`config.mk`:
```
export PLATFORM = sky130hd
export DESIGN_NAME = msf_best_track
export DESIGN_NICKNAME = d
export VERILOG_FILES = /design/src/rtl/maximal_square_finder_defines.svh /design/src/rtl/msf_pkg.sv /design/src/rtl/msf_best_track.sv
export SDC_FILE = /design/constraint.sdc
export NUM_CORES = 1
export LEC_CHECK = 0
export BUFFER_PORTS_ARGS = -buffer_cell sky130_fd_sc_hd__buf_4
export CORE_MARGIN = 4
export CORE_UTILIZATION = 61
export CTS_CLUSTER_SIZE = 25
export DETAILED_ROUTE_END_ITERATION = 6
export GPL_TIMING_DRIVEN = 1
export PLACE_DENSITY = 0.95
export SYNTH_ARGS = -nofsm -noshare
export SYNTH_HDL_FRONTEND = slang
export SYNTH_SLANG_ARGS = --single-unit
```
`constraint.sdc`:
```
create_clock -name clk -period 21.4 [get_ports clk]
set_input_delay 5.35 -clock clk [delete_from_list [all_inputs] [get_ports clk]]
set_output_delay 5.35 -clock clk [all_outputs]
set_load 0.05 [all_outputs]
```
`src/rtl/maximal_square_finder_defines.svh`:
```
// Assertion macros used by the maximal square finder RTL
`ifndef MAXIMAL_SQUARE_FINDER_DEFINES_SVH
`define MAXIMAL_SQUARE_FINDER_DEFINES_SVH

// same-cycle implication, sampled on clk, off while arst_n is low
`define MSF_ASSERT_NOW(lbl, ante, cons) \
	lbl: assert property (@(posedge clk) disable iff (!arst_n) (ante) |-> (cons)) \
		else $error("maximal_square_finder: check failed");

// next-cycle implication, sampled on clk, off while arst_n is low
`define MSF_ASSERT_NEXT(lbl, ante, cons) \
	lbl: assert property (@(posedge clk) disable iff (!arst_n) (ante) |=> (cons)) \
		else $error("maximal_square_finder: check failed");

`endif

```
`src/rtl/msf_pkg.sv`:
```
// Types and constants of the maximal square finder
package msf_pkg;

	localparam int SIZE_W = 11;
	localparam int POS_W  = 10;

	localparam logic [SIZE_W-1:0] SIZE_SAT = 11'h7FF;

	localparam logic [7:0]        EMPTY_CHAR_RST = 8'd46;
	localparam logic [SIZE_W-1:0] ROW_WIDTH_RST  = 11'd1024;

	// register index, taken from paddr[2]
	localparam logic REG_EMPTY_CHAR = 1'b0;
	localparam logic REG_ROW_WIDTH  = 1'b1;

	typedef struct packed {
		logic free;   // character matched empty_char
		logic first;  // first row or first column
		logic last;   // final cell of the map
	} cell_ctl_t;

	typedef struct packed {
		logic [POS_W-1:0]  col;
		logic [POS_W-1:0]  row;
		logic [SIZE_W-1:0] size;
	} best_t;

endpackage

```
`src/rtl/msf_best_track.sv`:
```
// Square size recurrence with left/up-left registers and best-square tracking
module msf_best_track (
	input  logic                         clk,
	input  logic                         arst_n,
	input  logic                         adv,
	input  msf_pkg::cell_ctl_t           ctl,
	input  logic [msf_pkg::SIZE_W-1:0]   up,
	input  logic [msf_pkg::POS_W-1:0]    row,
	input  logic [msf_pkg::POS_W-1:0]    col,
	output logic [msf_pkg::SIZE_W-1:0]   size,
	output msf_pkg::best_t               best
);

	logic [msf_pkg::SIZE_W-1:0] left_q;
	logic [msf_pkg::SIZE_W-1:0] upleft_q;
	msf_pkg::best_t             best_q;
	logic [msf_pkg::SIZE_W-1:0] min_v;
	logic [msf_pkg::SIZE_W:0]   sum_v;

	always_comb begin
		min_v = left_q;
		if (up < min_v) min_v = up;
		if (upleft_q < min_v) min_v = upleft_q;
		sum_v = {1'b0, min_v} + {{msf_pkg::SIZE_W{1'b0}}, 1'b1};
		if (!ctl.free) begin
			size = '0;
		end else if (ctl.first) begin
			size = msf_pkg::SIZE_W'(1);
		end else if (sum_v[msf_pkg::SIZE_W]) begin
			size = msf_pkg::SIZE_SAT;
		end else begin
			size = sum_v[msf_pkg::SIZE_W-1:0];
		end
		// strict compare keeps the first square in raster order on ties
		if (size > best_q.size) begin
			best.size = size;
			best.row  = row;
			best.col  = col;
		end else begin
			best = best_q;
		end
	end

	always_ff @(posedge clk or negedge arst_n) begin
		if (!arst_n) begin
			left_q   <= '0;
			upleft_q <= '0;
			best_q   <= '0;
		end else if (adv) begin
			if (ctl.last) begin
				left_q   <= '0;
				upleft_q <= '0;
				best_q   <= '0;
			end else begin
				left_q   <= size;
				upleft_q <= up;
				best_q   <= best;
			end
		end
	end

endmodule

```
# [After elaboration in Yosys (flattened, before gate mapping)]
# Index checks and enable logic that the tools add are counted.
[word_totals] out_inout_bits=42 word_cells=18 register_bits=53 in_bits=37
[classes] mux=9 magnitude_cmp=3 addsub=1
[op_table] op="11-bit 2-to-1 mux" n=7
[op_table] op="31-bit 2-to-1 mux" n=2
[op_table] op="11-bit less-than comparator" n=2
[op_table] op="11-bit by 1-bit adder with 12-bit output (second input constant)" n=1
[op_table] op="11-bit greater-than comparator" n=1

# [Logic depth before layout (Yosys ltp)]
[depth] word_depth=11 ltp_mapped=40 mapped_depth_nobuf=35

# [Worst setup path before layout]
# No wires, ideal clock.
[synth_path] kind="input to output" from="input port up[10] (netlist bit)" to="output port best[5] (netlist bit)" t_required_ns=16.050 n_path_buf=7 slack_ns=2.209 arrival_ns=13.841 cell_stages=34 path_cell_list="ha_1 -> nand4_1 -> nor3_2 -> a21oi_4 -> nand2_2 -> buf_2 -> buf_2 -> mux2i_1 -> ha_1 -> nand4_1 -> or3_1 -> o311ai_4 -> clkbuf_1 -> clkbuf_1 -> nor2_1 -> a21oi_1 -> ha_1 -> clkbuf_1 -> inv_1 -> nor4_1 -> xnor2_1 -> mux2_2 -> a21oi_1 -> ha_1 -> a21o_1 -> a21o_1 -> a21oi_1 -> o21ai_0 -> and2_1 -> mux2_4 -> or2_1 -> buf_6 -> buf_2 -> mux2i_1"
[synth_lines] item="start: declaration" line_no="msf_best_track.sv:7" source="input logic [msf_pkg::SIZE_W-1:0] up,"
[synth_lines] item="end: declaration" line_no="msf_best_track.sv:11" source="output msf_pkg::best_t best"

==> results.cfg <==
[clock_network]
cts_resized = 0
clockRootBuffer = clkbuf_8
numCtsBuffers = 5
cts_hold_buf = 0
clockBufferDepth = 2
cts_max_level = 2
cts.clk_slew.worst_paths_ns = 0.10
clock_latency_ns = 0.32
cts_setup_buffers = 0
cts_tree = yes
clock-sinks = 53

[sta]
worstMarginPinSlew_ns = 1.25
fin_skew_ns = 0.00731
rsz0062_at_grt = no
finalHoldViolations = 0
slew_viol_final = 0
setup_viol = 0
relSlewSlack_pct = 16.4
post-route-period-util_pct = 92.7
hold_slack_ns = 0.503
period_needed_ns = 19.83
finalSetupTns_ns = 0
max_clock_freq_mhz = 50.4

[critical_path]
timing.rr.start = left_q[10]$_DFFE_PN0P_
critPathMaxFanout = 56
regToRegSetupSlack_ns = 12.10
required_ns = 16.05
max_stage_delay_ns = 1.07
critical_path_class = input pin to primary output
startpoint_type = input pin
end_kind = primary output
r2r-end = best_q[5]$_DFFE_PN0P_
cp_slowest_cell = or2_2
cp.arrival_ns = 14.48
worst_path_most_repeated_cell = ha_1
ff2ff_path_depth = 33

[drt]
drc_errors = 0
first_iter_violations = 495
firstDrtPassIters = 7
routed_wirelength_um = 12500
vias_per_cell = 6.80
ant_nets = 0
wl_per_cell_um = 21.2
vias = 4014

[power_and_ir_drop]
p_leak_nw = 2.24
switchingPower_w = 0.000368
cellPowerDensity_mw_per_mm2 = 142
seqPwrFrac_pct = 20.7
p_sw_share_pct = 52.8
power_frac_comb_pct = 70.3
internal_power_w = 0.000329
clockPowerShare_pct = 9.0
ir_drop_mv = 0.138

[floorplanning]
initial_core_util_pct = 62.4
row_count = 30
coreArea_mm2 = 0.00676
dieArea_mm2 = 0.00831
chipWidth_um = 91.2
io_pins = 79
die_h_um = 91.2

[yosys]
syn_nets = 517
synth_top_family_by_area = compound AO/OA/AOI/OAI gates
synth.area.mux_share_pct = 14.7
synth_xor_area_share_pct = 1.87
synth_top_area_share_pct = 31.4
synth_edf_count = 0
async_flop_share_pct = 100
ys.flop_type = dfrtp_1
synth_fa_ha_area_share_pct = 9.19
synth_area_leaders = dfrtp_1, ha_1, a32o_1, mux2_2, mux2i_1
synthSimpleGateAreaFrac_pct = 13.3
synth.yosys.seq_area_share_pct = 31.4
avgSynthCellArea_um2 = 9.40
synth_area_mm2 = 0.00422
ys_types = 62
yosys_warnings = 0
synthCells = 449
synth_top_cell_by_area = dfrtp_1
synth_compound_area_share_pct = 22.4
ys_seq_elements = 53

[placed_design]
gp_congestion = 0.955
dp_cells = 582
hpwl_um = 9270
port_buffers = 78

[finish]
regArea_mm2 = 0.00133
area_growth_pct = 16.1
final_common_cell = buf_4
multi_input_area_mm2 = 0.00260
n_antenna_cell = 0
layout_common_cells = buf_4, dfrtp_1, inv_1, ha_1, o21ai_0
nNetsFinal = 577
final_cells = 590
nFillCells = 520
drive_above_1_share_pct = 25.9

[grt]
grt_pass1_vias = 3894
track_usage_pct = 30.0
grt_pass1_wl_um = 20100
grt_max_degree = 57
overflow = 0
antenna_found_initial = 0

[outcome]
status = completed

[min_path]
hold_path_end = best_q[11]$_DFFE_PN0P_
hold_path.class = register to register
min_path_cells = 1
hold_start = best_q[11]$_DFFE_PN0P_

[run]
max_cap_violations = 0
per-stage QoR:
stage,power [W],setup slack [ns],area (µm²),util [%]
global route,0.000730,1.03,4900,72.5
floorplan,0.000530,2.21,4220,-
detailed placement,0.000630,1.90,4800,71.0
finish,0.000697,1.57,4900,72.5
global placement,0.000617,2.08,4800,71.0
CTS,0.000695,1.84,4900,72.5
cells in the mapped netlist, drive strengths merged (3+ instances only):
library cell / number
buf: 11
clkbuf: 16
mux2: 34
o21ai: 28
nor3: 6
a21oi: 21
o31ai: 7
o211ai: 4
nor2: 20
a21o: 3
a22o: 7
and3: 3
ha: 31
dfrtp: 53
xnor2: 8
nand2b: 4
a31oi: 3
nand4: 10
nand2: 20
o21a: 4
o2bb2ai: 4
nand3b: 11
o22ai: 3
nand3: 15
inv: 45
mux2i: 19
a32o: 25
nor2b: 5
cell type report:
| cell class | count | area share, % |
|---|---|---|
| tap | 80 | 2.04 |
| clock buffer | 5 | 1.41 |
| inverter | 45 | 3.45 |
| sequential | 53 | 27.1 |
| timing repair buffer | 80 | 12.3 |
| clock inverter | 3 | 0.588 |
| multi-input combinational | 324 | 53.2 |
power by group through the flow:
stage | Sequential, W | Clock, W | Combinational, W
2_1_floorplan | 0.000139 | 0 | 0.000391
5_1_grt | 0.000146 | 0.0000683 | 0.000516
3_3_place_gp | 0.000143 | 0 | 0.000474
3_5_place_dp | 0.000146 | 0 | 0.000485
6_report | 0.000144 | 0.0000631 | 0.000490
4_1_cts | 0.000144 | 0.0000636 | 0.000488
critical path, delay by kind of cell:
family | cells | cell delay (ns)
compound gates | 9 | 1.79
xor+xnor | 1 | 0.16
fa+ha+maj | 4 | 1.36
buf+inv | 5 | 0.96
mux | 2 | 0.95
simple gates | 13 | 3.89
flip-flops by register name (all words and copies together) (netlist names):
signal and flops:
left_q 11, upleft_q 11, best_q 31
cell families (layout without fill, tap and decap cells):
| logic type | after synthesis | count (layout) |
|---|---|---|
| AND/OR/NAND/NOR | 105 | 105 |
| multiplexers | 53 | 53 |
| adder cells (fa/ha/maj) | 31 | 31 |
| buffers and inverters | 72 | 133 |
| flip-flops | 53 | 53 |
| AO/OA/AOI/OAI | 126 | 126 |
| XOR/XNOR | 9 | 9 |
how the worst max path moves through the flow:
| stage | start | end | slack [ns] | cells past startpoint |
|---|---|---|---|---|
| 6_report | up[10] | best[30] | 1.57 | 34 |
| 2_1_floorplan | up[10] | best[5] | 2.21 | 34 |
| 3_5_place_dp | up[10] | best[8] | 1.90 | 34 |
| 5_1_grt | up[10] | best[30] | 1.03 | 34 |
| 3_3_place_gp | up[10] | best[29] | 2.08 | 34 |
| 4_1_cts | up[10] | best[8] | 1.84 | 34 |
layer usage:
layer  GRT usage, %  vias up  routed length, µm
met5              0        -                  0
met4           10.3        0                334
met3           7.04       44               1140
met2           47.1      244               5870
met1           40.5     1934               5190
li1               -     1792                  -
(Power assumes the default switching activity.)
